$ cat config.mk
export PLATFORM = sky130hd
export DESIGN_NAME = mpfr_front
export DESIGN_NICKNAME = d
export VERILOG_FILES = /design/src/design/mpfr_pkg.sv /design/src/design/mpfr_front.sv
export SDC_FILE = /design/constraint.sdc
export NUM_CORES = 1
export LEC_CHECK = 0
export BUFFER_PORTS_ARGS = -buffer_cell sky130_fd_sc_hd__buf_4
export CORE_ASPECT_RATIO = 1.2
export CORE_MARGIN = 1.5
export CORE_UTILIZATION = 46
export CTS_CLUSTER_SIZE = 12
export DETAILED_ROUTE_END_ITERATION = 10
export PLACE_DENSITY = 0.72
export SYNTH_ARGS = -nofsm -noshare
export SYNTH_HDL_FRONTEND = slang
export SYNTH_SLANG_ARGS = --single-unit
$ cat constraint.sdc
create_clock -name clk -period 6.8 [get_ports clk]
set_input_delay 1.7 -clock clk [delete_from_list [all_inputs] [get_ports clk]]
set_output_delay 1.7 -clock clk [all_outputs]
set_load 0.02 [all_outputs]
$ cat src/design/mpfr_pkg.sv
// ============================================================================
// mpfr_pkg
// Shared types and constants for the monochrome page framebuffer refresh unit.
// ============================================================================
`default_nettype none

package mpfr_pkg;

    // Request codes carried in the req_type field of an input item.
    localparam logic [1:0] REQ_DRAW    = 2'd0;
    localparam logic [1:0] REQ_FILL    = 2'd1;
    localparam logic [1:0] REQ_REFRESH = 2'd2;
    localparam logic [1:0] REQ_TICK    = 2'd3;

    // Panel command bytes sent at the head of every page, and the two fill bytes.
    localparam logic [7:0] CMD_PAGE_BASE = 8'hB0;
    localparam logic [7:0] CMD_COL_LOW   = 8'h00;
    localparam logic [7:0] CMD_COL_HIGH  = 8'h10;
    localparam logic [7:0] BYTE_ALL_ON   = 8'hFF;
    localparam logic [7:0] BYTE_ALL_OFF  = 8'h00;

    // Widest byte address over the whole supported panel range (255 x 31 bytes).
    localparam int ADDR_MAX_W = 13;
    localparam int PAGE_W     = 5;
    localparam int POS_W      = 9;

    // Depth of the operation queue between front and back end.
    localparam int OPQ_DEPTH = 4;
    localparam int OPQ_PTR_W = 2;

    typedef struct packed {
        logic [1:0]  req_type;
        logic [7:0]  pix_x;
        logic [7:0]  pix_y;
        logic [15:0] color;
    } in_item_t;

    typedef struct packed {
        logic [7:0] out_byte;
        logic       is_data;
        logic       frame_done;
    } out_item_t;

    typedef enum logic [1:0] {
        OP_DRAW,
        OP_FILL,
        OP_CMD,
        OP_DATA
    } op_kind_t;

    // One classified operation for the back end.
    // val:  bit mask for a draw, fill byte for a fill, command byte for a command.
    // flag: pixel on for a draw, last byte of the frame for a data read.
    typedef struct packed {
        op_kind_t               kind;
        logic [ADDR_MAX_W-1:0]  addr;
        logic [7:0]             val;
        logic                   flag;
    } op_t;

endpackage

`default_nettype wire

$ cat src/design/mpfr_front.sv
// ============================================================================
// mpfr_front
// Accepts items, tracks the scan-out position and turns draw, fill and scan-out
// tick items into operations for the back end.
// ============================================================================
`default_nettype none

module mpfr_front #(
    parameter int DISP_WIDTH = 128,
    parameter int DISP_PAGES = 8
) (
    input  wire logic              clk,
    input  wire logic              rst_n,
    input  wire logic              push,
    input  wire mpfr_pkg::in_item_t req,
    input  wire logic              stall,
    output logic                   full,
    output logic                   op_push,
    output mpfr_pkg::op_t          op
);

    localparam int ADDR_W = $clog2(DISP_WIDTH * DISP_PAGES);

    localparam logic [7:0]                  WIDTH_L   = 8'(DISP_WIDTH);
    localparam logic [mpfr_pkg::PAGE_W-1:0] PAGES_L   = mpfr_pkg::PAGE_W'(DISP_PAGES);
    localparam logic [mpfr_pkg::PAGE_W-1:0] PAGE_LAST = mpfr_pkg::PAGE_W'(DISP_PAGES - 1);
    localparam logic [mpfr_pkg::POS_W-1:0]  POS_LAST  = mpfr_pkg::POS_W'(DISP_WIDTH + 2);
    localparam logic [mpfr_pkg::POS_W-1:0]  POS_CMD0  = mpfr_pkg::POS_W'(0);
    localparam logic [mpfr_pkg::POS_W-1:0]  POS_CMD1  = mpfr_pkg::POS_W'(1);
    localparam logic [mpfr_pkg::POS_W-1:0]  POS_CMD2  = mpfr_pkg::POS_W'(2);

    logic                        busy_reg, busy_next;
    logic [mpfr_pkg::PAGE_W-1:0] page_reg, page_next;
    logic [mpfr_pkg::POS_W-1:0]  pos_reg, pos_next;
    logic [ADDR_W-1:0]           scan_addr_reg, scan_addr_next;

    logic                        accept;
    logic [4:0]                  y_page;
    logic [ADDR_W-1:0]           draw_addr;
    logic                        in_range;

    assign full   = stall;
    assign accept = push && !stall;

    assign y_page    = req.pix_y[7:3];
    assign in_range  = (req.pix_x < WIDTH_L) && (y_page < PAGES_L);
    assign draw_addr = ADDR_W'(ADDR_W'(y_page) * ADDR_W'(DISP_WIDTH))
                     + ADDR_W'(req.pix_x);

    always_ff @(posedge clk or negedge rst_n)
    begin
        if (!rst_n)
        begin
            busy_reg      <= 1'b0;
            page_reg      <= '0;
            pos_reg       <= '0;
            scan_addr_reg <= '0;
        end
        else
        begin
            busy_reg      <= busy_next;
            page_reg      <= page_next;
            pos_reg       <= pos_next;
            scan_addr_reg <= scan_addr_next;
        end
    end

    always_comb
    begin
        busy_next      = busy_reg;
        page_next      = page_reg;
        pos_next       = pos_reg;
        scan_addr_next = scan_addr_reg;
        op_push        = 1'b0;
        op.kind        = mpfr_pkg::OP_CMD;
        op.addr        = '0;
        op.val         = '0;
        op.flag        = 1'b0;

        if (accept)
        begin
            unique case (req.req_type)
                mpfr_pkg::REQ_DRAW:
                begin
                    op_push = in_range;
                    op.kind = mpfr_pkg::OP_DRAW;
                    op.addr = mpfr_pkg::ADDR_MAX_W'(draw_addr);
                    op.val  = 8'(8'd1 << req.pix_y[2:0]);
                    op.flag = (req.color != 16'd0);
                end
                mpfr_pkg::REQ_FILL:
                begin
                    op_push = 1'b1;
                    op.kind = mpfr_pkg::OP_FILL;
                    op.val  = (req.color != 16'd0) ? mpfr_pkg::BYTE_ALL_ON
                                                   : mpfr_pkg::BYTE_ALL_OFF;
                end
                mpfr_pkg::REQ_REFRESH:
                begin
                    busy_next      = 1'b1;
                    page_next      = '0;
                    pos_next       = '0;
                    scan_addr_next = '0;
                end
                default:
                begin
                    if (busy_reg)
                    begin
                        op_push = 1'b1;
                        priority if (pos_reg == POS_CMD0)
                        begin
                            op.val = mpfr_pkg::CMD_PAGE_BASE + 8'(page_reg);
                        end
                        else if (pos_reg == POS_CMD1)
                        begin
                            op.val = mpfr_pkg::CMD_COL_LOW;
                        end
                        else if (pos_reg == POS_CMD2)
                        begin
                            op.val = mpfr_pkg::CMD_COL_HIGH;
                        end
                        else
                        begin
                            op.kind        = mpfr_pkg::OP_DATA;
                            op.addr        = mpfr_pkg::ADDR_MAX_W'(scan_addr_reg);
                            scan_addr_next = scan_addr_reg + ADDR_W'(1);
                        end

                        if (pos_reg == POS_LAST)
                        begin
                            pos_next = '0;
                            if (page_reg == PAGE_LAST)
                            begin
                                page_next      = '0;
                                busy_next      = 1'b0;
                                scan_addr_next = '0;
                                op.flag        = 1'b1;
                            end
                            else
                            begin
                                page_next = page_reg + 1'b1;
                            end
                        end
                        else
                        begin
                            pos_next = pos_reg + 1'b1;
                        end
                    end
                end
            endcase
        end
    end

endmodule

`default_nettype wire

==> out/metrics.yaml <==
whs_path_depth: 1
die_w_microns: 63.0
dr.pass1.iters: 4
num_vias: 2022
synth_edf_count: 0
initial_core_util: 0.473
numCtsBuffers: 3
finalNetCount: 345
vias_per_cell: 5.73
synth_compound_area_frac: 0.187
final_common_cell: "buf_4"
r2r_cells: 7
die_area_sq_mm: 0.00472
wl_mm: 5.12
final.min_clock_period_ns: 4.90
drc_errors: 0
cts_buffer_depth: 2
ant_nets: 0
yosys_warnings: 0
rsz0062_at_grt: "no"
max-cap-violations: 0
seqPwrFrac: 0.435
worstPathRequired_ns: 5.10
setup-tns-final_ns: 0
finalMaxSlewViolations: 0
worstPathArrival_ns: 3.20
areaGrowthSynthToFinish_pct: 24.6
grt_pass1_wl_mm: 8.24
r2r_slack_ns: 4.51
hpwlAfterDp_mm: 3.85
wl_per_cell_microns: 14.5
synth_top_family_by_area: "simple AND/OR/NAND/NOR gates"
synth-seq-cells: 25
p_leak_nw: 1.09
finalCritPeriodShare: 0.721
mostFrequentLayoutCells: "buf_4, nor2_1, dfrtp_1"
ys_types: 48
grt_max_degree: 26
p_clk_frac: 0.206
dp_cells: 349
async_reset_ff_frac: 1.00
start_kind: "primary input"
gp_routability_congestion: 0.853
hold_viol: 0
io_pins: 64
synthMuxAreaShare: 0.0214
ys_seq_area_frac: 0.315
pwr-share-comb: 0.360
synth_area_per_cell_sq_um: 8.07
power_density_mw_per_mm2: 176
synthCells: 246
drive_gt1_frac: 0.246
worst_slew_margin_rel: 0.357
numPortBuffers: 60
hold_start: "scan_addr_reg[7]"
antennaDiodeCount: 0
fmax_mhz: 204
groute.usage.overall: 0.220
swShare: 0.377
cts_resized: 0
antenna_found_initial: 0
htree_levels: 1
largest_reg_flops: 10
cts_tree: "built"
fin_cells: 353
worstPathMaxFanout: 15
clk_pin_slew_ns: 0.09
cts_setup_buffers: 0
synth_simple_gate_area_frac: 0.325
clk_latency_ns: 0.27
worstSetupPathType: "primary input to output port"
p_sw_w: 0.000164
clock-sinks: 25
fp.dieH_microns: 75.0
worst_pin_slew_ns: 0.961
worst_setup_path_end_kind: "output port"
num_rows: 26
intPower_w: 0.000272
hp-class: "flip-flop to flip-flop"
setup_viol: 0
drt_iter0_drc: 62
coreArea_sq_mm: 0.00420
status: "finished clean"
ir_worst_vdd_v: 0.000150
grt_pass1_vias: 1787
synthAdderAreaFrac: 0.0567
hold_end: "scan_addr_reg[7]"
synth_area_sq_mm: 0.00198
reg2reg_from: "pos_reg[0]"
gr-total-overflow: 0
synth_ff_type: "dfrtp_1"
r2r_end: "scan_addr_reg[9]"
synth_xor_xnor_area_share: 0.0353
cts_hold_buffers: 0
clockRootBuffer: "clkbuf_8"
clock_skew_ns: 0.00201
-- worst max path at each step --
| stage | start | to | slack, ns | cells past startpoint |
|---|---|---|---|---|
| detailed placement | req[33] | op[6] | 1.88 | 5 |
| floorplan | req[33] | op[6] | 2.19 | 5 |
| finish | req[33] | op[6] | 1.90 | 5 |
| global placement | req[33] | op[6] | 1.92 | 5 |
| CTS | req[33] | op[6] | 1.88 | 5 |
| global route | req[33] | op[5] | 1.69 | 5 |
-- area by class of cell --
type,instances,area (sq um)
Fill cell,401,1720
Inverter,7,26.3
Tap cell,56,70.1
Timing Repair Buffer,60,450
Multi-Input combinational cell,201,1250
Clock buffer,3,41.3
Sequential cell,25,626
Clock inverter,1,5.00
-- critical path, stage by stage --
cell and delay [ns]:
buf_4 0.15, nor2_1 0.74, a31oi_1 0.18, a311oi_1 0.24
buf_4 0.19
-- kinds of logic after synthesis --
| group | Yosys count |
|---|---|
| XOR/XNOR | 8 |
| multiplexers | 4 |
| AND/OR/NAND/NOR | 120 |
| buffers and inverters | 22 |
| adder cells (fa/ha/maj) | 9 |
| flip-flops | 25 |
| AO/OA/AOI/OAI | 57 |
| other | 1 |
-- cell usage after synthesis, types with 2 or more instances --
| master | number | area (sq um) |
|---|---|---|
| nor2_1 | 33 | 124 |
| dfrtp_1 | 25 | 626 |
| nand2_1 | 17 | 63.8 |
| a21oi_1 | 14 | 70.1 |
| nand3_1 | 14 | 70.1 |
| nor3_1 | 13 | 65.1 |
| a22oi_1 | 10 | 75.1 |
| ha_1 | 9 | 113 |
| o21ai_0 | 8 | 40.0 |
| a31oi_1 | 7 | 43.8 |
| inv_1 | 7 | 26.3 |
| nand4_1 | 7 | 43.8 |
| clkbuf_1 | 6 | 22.5 |
| nand2b_1 | 6 | 37.5 |
| buf_4 | 5 | 37.5 |
| nor4_1 | 5 | 31.3 |
| or3_1 | 5 | 31.3 |
| xor2_1 | 5 | 43.8 |
| and3_1 | 4 | 25.0 |
| nor2b_1 | 4 | 25.0 |
| buf_2 | 3 | 15.0 |
| o21ai_1 | 3 | 15.0 |
| o31ai_1 | 3 | 22.5 |
| xnor2_1 | 3 | 26.3 |
| a32o_1 | 2 | 20.0 |
| and2_1 | 2 | 12.5 |
| mux2_2 | 2 | 22.5 |
| mux2i_1 | 2 | 20.0 |
| o211ai_1 | 2 | 15.0 |
| or4_1 | 2 | 15.0 |
-- metrics by stage --
stage          instance area [sq um]  worst slack [ns]  total power, W   util  hold slack [ns]
2_1_floorplan                   1990              2.19        0.000298      -            0.493
3_3_place_gp                    2430              1.92        0.000344  0.578            0.543
3_5_place_dp                    2430              1.88        0.000349  0.578            0.543
4_1_cts                         2470              1.88        0.000441  0.589            0.556
5_1_grt                         2470              1.69        0.000469  0.589            0.594
6_report                        2470              1.90        0.000436  0.589            0.557
-- power by group through the flow --
| stage | registers, W | logic (W) | clock network (W) |
|---|---|---|---|
| after floorplan | 0.000181 | 0.000117 | 0 |
| after global placement | 0.000191 | 0.000153 | 0 |
| after detailed placement | 0.000192 | 0.000157 | 0 |
| after CTS | 0.000189 | 0.000157 | 0.0000941 |
| after global routing | 0.000192 | 0.000177 | 0.0000999 |
| final | 0.000190 | 0.000157 | 0.0000897 |
-- per-layer routing --
metal | global-route usage | part of all wire
met5 | 0 | 0
met4 | 0.0741 | 0.011
met3 | 0.0359 | 0.050
met2 | 0.414 | 0.51
met1 | 0.258 | 0.43
(Power assumes the default switching activity.)
