[src/design/mpfr_pkg.sv]
// ============================================================================
// mpfr_pkg
// Shared types and constants for the monochrome page framebuffer refresh unit.
// ============================================================================
`default_nettype none

package mpfr_pkg;

    // Request codes carried in the req_type field of an input item.
    localparam logic [1:0] REQ_DRAW    = 2'd0;
    localparam logic [1:0] REQ_FILL    = 2'd1;
    localparam logic [1:0] REQ_REFRESH = 2'd2;
    localparam logic [1:0] REQ_TICK    = 2'd3;

    // Panel command bytes sent at the head of every page, and the two fill bytes.
    localparam logic [7:0] CMD_PAGE_BASE = 8'hB0;
    localparam logic [7:0] CMD_COL_LOW   = 8'h00;
    localparam logic [7:0] CMD_COL_HIGH  = 8'h10;
    localparam logic [7:0] BYTE_ALL_ON   = 8'hFF;
    localparam logic [7:0] BYTE_ALL_OFF  = 8'h00;

    // Widest byte address over the whole supported panel range (255 x 31 bytes).
    localparam int ADDR_MAX_W = 13;
    localparam int PAGE_W     = 5;
    localparam int POS_W      = 9;

    // Depth of the operation queue between front and back end.
    localparam int OPQ_DEPTH = 4;
    localparam int OPQ_PTR_W = 2;

    typedef struct packed {
        logic [1:0]  req_type;
        logic [7:0]  pix_x;
        logic [7:0]  pix_y;
        logic [15:0] color;
    } in_item_t;

    typedef struct packed {
        logic [7:0] out_byte;
        logic       is_data;
        logic       frame_done;
    } out_item_t;

    typedef enum logic [1:0] {
        OP_DRAW,
        OP_FILL,
        OP_CMD,
        OP_DATA
    } op_kind_t;

    // One classified operation for the back end.
    // val:  bit mask for a draw, fill byte for a fill, command byte for a command.
    // flag: pixel on for a draw, last byte of the frame for a data read.
    typedef struct packed {
        op_kind_t               kind;
        logic [ADDR_MAX_W-1:0]  addr;
        logic [7:0]             val;
        logic                   flag;
    } op_t;

endpackage

`default_nettype wire

[src/design/mpfr_op_queue.sv]
// ============================================================================
// mpfr_op_queue
// Short first-in first-out queue of operations between front and back end.
// ============================================================================
`default_nettype none

module mpfr_op_queue (
    input  wire logic          clk,
    input  wire logic          rst_n,
    input  wire logic          push,
    input  wire mpfr_pkg::op_t wr_op,
    input  wire logic          pop,
    output mpfr_pkg::op_t      head,
    output logic               full,
    output logic               empty
);

    localparam int CNT_W = mpfr_pkg::OPQ_PTR_W + 1;

    mpfr_pkg::op_t                  entry_reg [mpfr_pkg::OPQ_DEPTH];
    logic [mpfr_pkg::OPQ_PTR_W-1:0] wr_ptr_reg, rd_ptr_reg;
    logic [CNT_W-1:0]               cnt_reg, cnt_next;

    assign full  = (cnt_reg == CNT_W'(mpfr_pkg::OPQ_DEPTH));
    assign empty = (cnt_reg == '0);
    assign head  = entry_reg[rd_ptr_reg];

    always_comb
    begin
        cnt_next = cnt_reg;
        if (push && !pop)
        begin
            cnt_next = cnt_reg + 1'b1;
        end
        else if (pop && !push)
        begin
            cnt_next = cnt_reg - 1'b1;
        end
    end

    always_ff @(posedge clk or negedge rst_n)
    begin
        if (!rst_n)
        begin
            wr_ptr_reg <= '0;
            rd_ptr_reg <= '0;
            cnt_reg    <= '0;
        end
        else
        begin
            cnt_reg <= cnt_next;
            if (push)
            begin
                wr_ptr_reg <= wr_ptr_reg + 1'b1;
            end
            if (pop)
            begin
                rd_ptr_reg <= rd_ptr_reg + 1'b1;
            end
        end
    end

    always_ff @(posedge clk)
    begin
        if (push)
        begin
            entry_reg[wr_ptr_reg] <= wr_op;
        end
    end

endmodule

`default_nettype wire

[config.mk]
export PLATFORM = sky130hd
export DESIGN_NAME = mpfr_op_queue
export DESIGN_NICKNAME = d
export VERILOG_FILES = /design/src/design/mpfr_pkg.sv /design/src/design/mpfr_op_queue.sv
export SDC_FILE = /design/constraint.sdc
export NUM_CORES = 1
export LEC_CHECK = 0
export BUFFER_PORTS_ARGS = -buffer_cell sky130_fd_sc_hd__buf_4
export CELL_PAD_IN_SITES_DETAIL_PLACEMENT = 1
export CELL_PAD_IN_SITES_GLOBAL_PLACEMENT = 1
export CORE_MARGIN = 10
export CORE_UTILIZATION = 50
export CTS_CLUSTER_DIAMETER = 100
export DETAILED_ROUTE_END_ITERATION = 10
export PLACE_DENSITY = 0.9
export SYNTH_ARGS = -nofsm -noshare
export SYNTH_HDL_FRONTEND = slang
export SYNTH_SLANG_ARGS = --single-unit
[constraint.sdc]
create_clock -name clk -period 4.6 [get_ports clk]
set_clock_uncertainty 0.1 [all_clocks]
set_input_delay 0.92 -clock clk [delete_from_list [all_inputs] [get_ports clk]]
set_output_delay 0.92 -clock clk [all_outputs]
set_load 0.02 [all_outputs]
==> reports/metrics.csv, run 1 <==
metric;value;unit
synth_compound_area_share;0.1282;%
finalHoldViolations;0;
synth_edf_count;96;
reg2regPathDepth;4;
cpPeakStageDelay;0.92;ns
final_area;0.004614;mm2
cts_tree;yes;
core-area;0.007647;mm2
ant_nets;0;
finalNonFillerCells;329;
fillers;671;
max-slew-margin-rel;25.17;%
cp_cell_sequence;mux4_1 -> buf_4;
io_buffers;53;
nets;256;
antenna_cells;0;
synth-simple-area-share;1.250;%
cts_repair_resize_count;0;
vias_per_cell;5.331;
worstPathArrival;2.11;ns
postCtsSetupRepairBufs;0;
syn_area;0.003902;mm2
cp_max_fo;26;
antenna_found_initial;0;
drv_cap;0;
synth_xor_area_share;1.347;%
ys_seq_elements;103;
synth_flop_cell;edfxtp_1;
cts_buffers;9;
die-area;0.01174;mm2
fin_crit;3.128;ns
setup_viol;0;
clock_latency;0.34;ns
wl_per_cell;21.49;um
peakVddDrop;376.0;uV
yosysMostFrequentCell;edfxtp_1;
hold_buffers;0;
synth_top_family_by_area;multiplexers;
largest_register_ffs;96;
wl_met1;2.967;mm
grt.total_usage;12.62;%
grt_pass1_vias;2008;
io_pins;54;
ys_top_cells_by_area;edfxtp_1 (74%), mux4_2 (10%), dfrtp_1 (4.5%), mux4_1 (4.0%), ha_1 (1.6%);
synth_commonest_cells;edfxtp_1 (96), mux4_2 (18), dfrtp_1 (7), mux4_1 (6), ha_1 (5);
crit_required;3.58;ns
hp-class;in -> async;
dr_wl_met2;3.565;mm
grt_overflow;0;
synth_top_cell_area_share;73.87;%
gp_congestion;0.7039;
tightest_slew;1.122;ns
die_h;108.3;um
syn_inst;160;
fp.dieW;108.3;um
synthMuxAreaShare;14.72;%
areaGrowthSynthToFinish;18.24;%
pwr_density_cell;630.6;mW/mm2
rsz0062_at_grt;false;
r2r-start;wr_ptr_reg[0];
start_util;51.03;%
dr.max_layer_used;met4;
dpl_cell_area;0.004393;mm2
drc_errors;0;
critPathCaptureType;output port;
cts_max_path_buffers;2;
status;completed;
synthAdderAreaFrac;2.116;%
tns;0;ns
ys_warn_count;0;
placement_rows;32;
leakagePower;1.629;nW
rr_endpoint;entry_reg[0][0];
path_clk_slew;0.09;ns
avgSynthCellArea;24.39;um2
slowest_stage;dfrtp_2;
drive_gt1_share;40.53;%
grt_pass1_wl;11.03;mm
drt_iter0_drc;75;
grt_max_degree;27;
yosys.area.top_type;edfxtp_1;
timing.fmax;319.7;MHz
ys_types;19;
cts_sinks;103;
dr_wl_met3;443;um
root_buffer;clkbuf_8;
dp_cells;313;
period_share;67.99;%
startpoint_type;register;
dr.pass1.iters;4;
wl;7.070;mm
rrSetupSlack;3.05;ns
yosysSeqAreaShare;78.36;%
crit_type;reg -> out;
vias;1754;
syn_nets;194;
slew_violations;0;
h-tree-depth;3;
synthArstFlopShare;6.796;%
[layer usage]
layer  up-vias  global-route usage, %
li1        779                      -
met1       919                  15.01
met2        47                  20.65
met3         9                  4.045
met4         0                  5.650
met5         -                      0
[layout by cell type (no fill, tap or decap), types with 2 or more instances in the layout]
master      instances
mux4_1              6
bufinv_16           2
clkbuf_8            9
xor2_1              4
edfxtp_1           96
nand2_1             2
buf_4              57
inv_1               4
ha_1                5
xnor2_1             2
clkinvlp_4          3
dfrtp_1             6
mux4_2             18
and2_1              4
[worst max path at each step]
stage | start | end | slack (ns)
final | rd_ptr_reg[0] | head[11] | 1.47
after global routing | rd_ptr_reg[0] | head[11] | 1.32
after CTS | rd_ptr_reg[0] | head[11] | 1.40
after detailed placement | rd_ptr_reg[0] | head[11] | 1.80
after global placement | rd_ptr_reg[0] | head[19] | 1.81
after floorplan | rd_ptr_reg[0] | head[0] | 2.40
[kinds of logic (layout without fill, tap and decap cells)]
| logic type | Yosys count | after routing |
|---|---|---|
| and+or+nand+nor | 9 | 9 |
| DFF | 103 | 103 |
| muxes | 25 | 25 |
| AOI/OAI and AO/OA | 1 | 1 |
| buffers and inverters | 10 | 77 |
| adders and majority gates | 6 | 6 |
| xor gates and xnor gates | 6 | 6 |
[power breakdown]
group	internal, mW	switching, mW	leakage (nW)
clock network	0.310	0.291	0.101
registers	1.23	0.169	0.963
logic	0.461	0.449	0.566
[critical path, delay by kind of cell, from the launching register on]
family / cells / cell delay [ns]
buf+inv: 1 / 0.18
mux: 1 / 0.66
flops: 1 / 0.92
[final cells by class]
class	instances	area [um2]	share of cell area, %
Inverter	4	15.01	0.3254
Sequential cell	103	3059	66.30
Multi-Input combinational cell	47	763.2	16.54
Timing Repair Buffer	57	427.9	9.273
Clock inverter	6	93.84	2.034
Tap cell	102	127.6	2.766
Clock buffer	10	127.6	2.766
[stage by stage]
step                setup WS, ns  hold WS, ns  util (%)  power (mW)
floorplan                  2.404       0.3563         -       2.000
global placement           1.811       0.3756     57.44       2.320
finish                     1.472       0.2670     60.34       2.910
detailed placement         1.804       0.3814     57.44       2.359
CTS                        1.405       0.2546     60.34       2.955
global route               1.315       0.2526     60.34       3.066
No activity file was read; power rests on OpenSTA's default activity.
==> inputs of run 2 (changes only) <==
- ABC_AREA: unset -> 1
- CORE_UTILIZATION: 50 -> 42
- PLACE_DENSITY: 0.9 -> 0.86
- clock period: 4.6 -> 2.85 ns (I/O delays scaled with it)
==> reports/metrics.csv, run 2 <==
metric;value;unit
areaGrowthSynthToFinish;16.38;%
critPathBufInv;2;
startpoint_type;register;
status;completed;
cts_max_path_buffers;2;
dpl_cell_area;0.004827;mm2
postCtsSetupRepairBufs;0;
drt_iter0_drc;142;
final_util;50.77;%
drive_gt1_share;24.55;%
drc_errors;0;
synth_commonest_cells;edfxtp_1 (96), nand2_1 (85), inv_1 (59), o211ai_1 (29), o211ai_2 (19);
antenna_cells;0;
slowest_stage;dfrtp_4;
drv_cap;0;
die-area;0.01475;mm2
rsz0062_at_grt;false;
wl_per_cell;17.19;um
root_buffer;clkbuf_8;
cp_max_fo;63;
grt_pass1_wl;14.46;mm
ant_nets;0;
ys_types;18;
cts_repair_resize_count;0;
synth_edf_count;96;
max-slew-margin-rel;52.32;%
hold_buffers;1;
dp_hpwl;5.972;mm
cts_tree;yes;
final_area;0.005031;mm2
h-tree-depth;3;
syn_nets;362;
tns;0;ns
synthArstFlopShare;6.796;%
yosys.area.top_type;edfxtp_1;
yosysSeqAreaShare;70.74;%
gp_congestion;0.7057;
critPathTopFamily;flip-flops;
io_buffers;53;
core-area;0.009910;mm2
dp_cells;503;
vias_per_cell;4.823;
leakagePower;2.087;nW
setup_viol;0;
antenna_found_initial;0;
cp_cell_sequence;buf_12 -> nand2_1 -> o211ai_1 -> nand2_1 -> buf_4;
layout_common_cells;edfxtp_1 (96), nand2_1 (85), inv_1 (59);
timing.fmax;375.2;MHz
start_util;43.62;%
crit_top_cell;nand2_1;
nets;416;
fin_crit;2.665;ns
largest_register_ffs;96;
slew_violations;0;
wl;8.938;mm
ys_warn_count;0;
finalHoldViolations;0;
cts_sinks;103;
hp-class;in -> reg;
path_clk_slew;0.10;ns
syn_inst;328;
cts_buffers;9;
cpPeakStageDelay;0.89;ns
tightest_slew;0.7142;ns
die_h;121.5;um
ys_top_cells_by_area;edfxtp_1 (67%), nand2_1 (7.4%), o211ai_2 (5.5%), inv_1 (5.1%), o211ai_1 (5.0%);
finalNonFillerCells;520;
worstPathArrival;2.00;ns
io_pins;54;
grt_overflow;0;
vias;2508;
clock_latency;0.35;ns
grt_max_degree;64;
crit_required;2.18;ns
final_common_cell;edfxtp_1;
dr.pass1.iters;4;
placement_rows;36;
synth_top_cell_area_share;66.69;%
pwr_density_cell;1034;mW/mm2
period_share;93.53;%
syn_area;0.004323;mm2
peakVddDrop;467.5;uV
grt_pass1_vias;2778;
fp.dieW;121.5;um
critPathCaptureType;output port;
crit_type;reg -> out;
ys_seq_elements;103;
yosysMostFrequentCell;edfxtp_1;
grt.total_usage;12.54;%
synth_flop_cell;edfxtp_1;
avgSynthCellArea;13.18;um2
-- run 2: cell count changes after synthesis, sizes merged, moves of 4 or more --
cell	before	now
and2	4	0
buf	6	16
o211ai	0	48
mux4	24	0
inv	4	60
nand2	2	85
-- run 2: routing by layer --
metal | up-vias | GRT usage [%] | wire length (um) | share of wire, %
met5 | - | 0 | 0 | 0
met4 | 0 | 3.800 | 176 | 2.0
met3 | 13 | 4.141 | 422 | 4.7
met2 | 53 | 22.63 | 4758 | 53
met1 | 1219 | 13.58 | 3580 | 40
li1 | 1223 | - | - | -
-- run 2: cell type report --
cell class              count  area (um2)
repair buffers             60       465.4
well taps                 133       166.4
fillers                  1033        4878
clock buffers              10       127.6
inverters                  60       225.2
flip-flops and latches    103        3062
clock inverters             6       66.31
multi-input cells         148       918.4
-- run 2: report_power, final --
| part | switching, mW | internal (mW) |
|---|---|---|
| Combinational | 1.27 | 0.787 |
| Sequential | 0.259 | 1.99 |
| Clock | 0.478 | 0.413 |
| Total | 2.01 | 3.19 |
-- run 2: logic make-up (layout without fill, tap and decap cells) --
family,after synthesis,in the layout,synth area share [%]
DFF,103,103,70.74
and+or+nand+nor,89,89,7.873
buffers and inverters,77,136,8.017
AOI/OAI and AO/OA,49,49,10.65
adders and majority gates,6,6,1.910
xor gates and xnor gates,4,4,0.8106
-- run 2: final timing paths --
| check | endpoint | cells past startpoint | slack, ns | start |
|---|---|---|---|---|
| setup / recovery | head[21] | 5 | 0.18 | rd_ptr_reg[0] |
| hold / removal | entry_reg[0][20] | 1 | 0.31 | wr_op[20] |
| setup reg to reg | entry_reg[0][7] | 5 | 0.99 | wr_ptr_reg[0] |
| hold reg to reg | cnt_reg[2] | 2 | 0.44 | cnt_reg[2] |
| max in group asynchronous | rd_ptr_reg[0] | 2 | 2.05 | rst_n |
| min in group asynchronous | cnt_reg[1] | 2 | 0.45 | rst_n |
-- run 2: per-stage QoR --
| step | power, mW | hold WS, ns | worst slack (ns) |
|---|---|---|---|
| 2_1_floorplan | 3.605 | 0.1744 | 1.034 |
| 3_3_place_gp | 4.283 | 0.2884 | 0.6370 |
| 3_5_place_dp | 4.401 | 0.2896 | 0.5676 |
| 4_1_cts | 5.303 | 0.2887 | 0.1764 |
| 5_1_grt | 5.576 | 0.2841 | 0.01259 |
| 6_report | 5.203 | 0.3085 | 0.1845 |
==> inputs of run 3 (changes only) <==
- CORE_MARGIN: 10 -> 5
==> reports/metrics.csv, run 3 (synthesized netlist as in run 2, its figures left out) <==
metric;value;unit
peakVddDrop;399.4;uV
crit_type;reg -> out;
hp-class;in -> reg;
combPwrFrac;40.1;%
crit_required;2.18;ns
vias_per_cell;4.872;
grt_pass1_wl;14.18;mm
cts_sinks;103;
die-area;0.01242;mm2
areaGrowthSynthToFinish;16.01;%
cts_max_path_buffers;2;
finalHoldViolations;0;
timing.fmax;378.9;MHz
h-tree-depth;3;
power_frac_seq;43.8;%
multiInputGateArea;918.4;um2
drt_iter0_drc;111;
fillers;1092;
tightest_slew;0.6920;ns
dp_hpwl;5.931;mm
placement_rows;37;
dr_wl_met3;279;um
leakagePower;2.067;nW
grt.total_usage;14.63;%
dr_wl_met2;4.555;mm
p_switching;2.017;mW
core-area;0.01018;mm2
cp_cell_sequence;buf_4 -> nand2_1 -> o211ai_2 -> nand2_1 -> buf_4;
cts_tree;yes;
pwr_density_cell;1020;mW/mm2
cpPeakStageDelay;0.85;ns
max-slew-margin-rel;53.80;%
status;completed;
nets;418;
cp_max_fo;60;
rsz0062_at_grt;false;
cts_repair_resize_count;0;
vias;2558;
final_common_cell;edfxtp_1;
drv_cap;0;
cts_buffers;9;
seq_area;0.003062;mm2
pre_cts_ws;0.6016;ns
startpoint_type;register;
wl;8.670;mm
largest_register_ffs;96;
start_util;42.44;%
switching_share;39.44;%
fin_crit;2.639;ns
grt_overflow;0;
die_h;111.5;um
path_clk_slew;0.11;ns
setup_viol;0;
worstPathArrival;1.97;ns
grt_pass1_vias;2877;
io_buffers;53;
grt_max_degree;61;
io_pins;54;
slew_violations;0;
slowest_stage;dfrtp_4;
antenna_found_initial;0;
dr.max_layer_used;met4;
drc_errors;0;
layout_common_cells;edfxtp_1 (96), nand2_1 (85), buf_4 (61);
period_share;92.59;%
fin_ws;0.2111;ns
ant_nets;0;
dr.pass1.iters;4;
pwr-share-clk;16.1;%
drive_gt1_share;24.68;%
root_buffer;clkbuf_8;
critPathCaptureType;output port;
power.internal;3.096;mW
tns;0;ns
clock_latency;0.36;ns
fp.dieW;111.5;um
wl_per_cell;16.51;um
gp_congestion;0.6898;
wl_met1;3.664;mm
antenna_cells;0;
-- run 3: path summary, 6_finish.rpt --
path / from / to / slack, ns / cells after the start
worst max register to register: wr_ptr_reg[1] / entry_reg[1][8] / 0.95 / 5
worst min register to register: wr_ptr_reg[0] / wr_ptr_reg[0] / 0.43 / 1
min in group asynchronous: rst_n / cnt_reg[2] / 0.43 / 2
max in group asynchronous: rst_n / rd_ptr_reg[0] / 2.07 / 2
worst max-delay path: rd_ptr_reg[0] / head[12] / 0.21 / 5
worst min-delay path: wr_op[16] / entry_reg[0][16] / 0.29 / 1
-- run 3: power groups by stage --
stage	sequential [mW]	combinational, mW	clock (mW)
floorplan	2.11	1.50	0
global placement	2.25	2.02	0
detailed placement	2.28	2.09	0
CTS	2.25	2.10	0.846
global route	2.28	2.26	0.902
finish	2.24	2.05	0.822
-- run 3: layout make-up --
| type | instances | share of cell area (%) |
|---|---|---|
| Sequential cell | 103 | 61.05 |
| Timing Repair Buffer | 62 | 9.331 |
| Clock buffer | 9 | 2.470 |
| Multi-Input combinational cell | 148 | 18.31 |
| Tap cell | 136 | 3.393 |
| Inverter | 60 | 4.491 |
| Clock inverter | 7 | 0.9481 |
-- run 3: through the flow --
stage	hold WS, ns	instance area [um2]	cells	power, mW	util (%)
after floorplan	0.1744	4323	328	3.605	-
after global placement	0.2889	4833	508	4.263	47.46
after detailed placement	0.2912	4833	508	4.374	47.46
after CTS	0.2808	5015	525	5.195	49.24
after global routing	0.2784	5015	525	5.449	49.24
final	0.2915	5015	525	5.113	49.24
-- run 3: timing repair --
| action | 4_1_cts | 5_1_grt |
|---|---|---|
| hold buffers | 1 | 0 |
| endpoints found under the hold margin | 7 | 0 |
| buffers inserted | 0 | 0 |
-- run 3: worst max-delay path: cells and delay by family (launching register included) --
| kind | cells | cell delay [ns] |
|---|---|---|
| buffers and inverters | 2 | 0.48 |
| DFF | 1 | 0.85 |
| AOI/OAI and AO/OA | 1 | 0.07 |
| and+or+nand+nor | 2 | 0.18 |
-- run 3: metal layers --
layer  up-vias  global-route usage, %
met5         -                      0
met4         0                  6.083
met3        10                  2.880
met2        51                  26.50
met1      1268                  16.90
li1       1229                      -
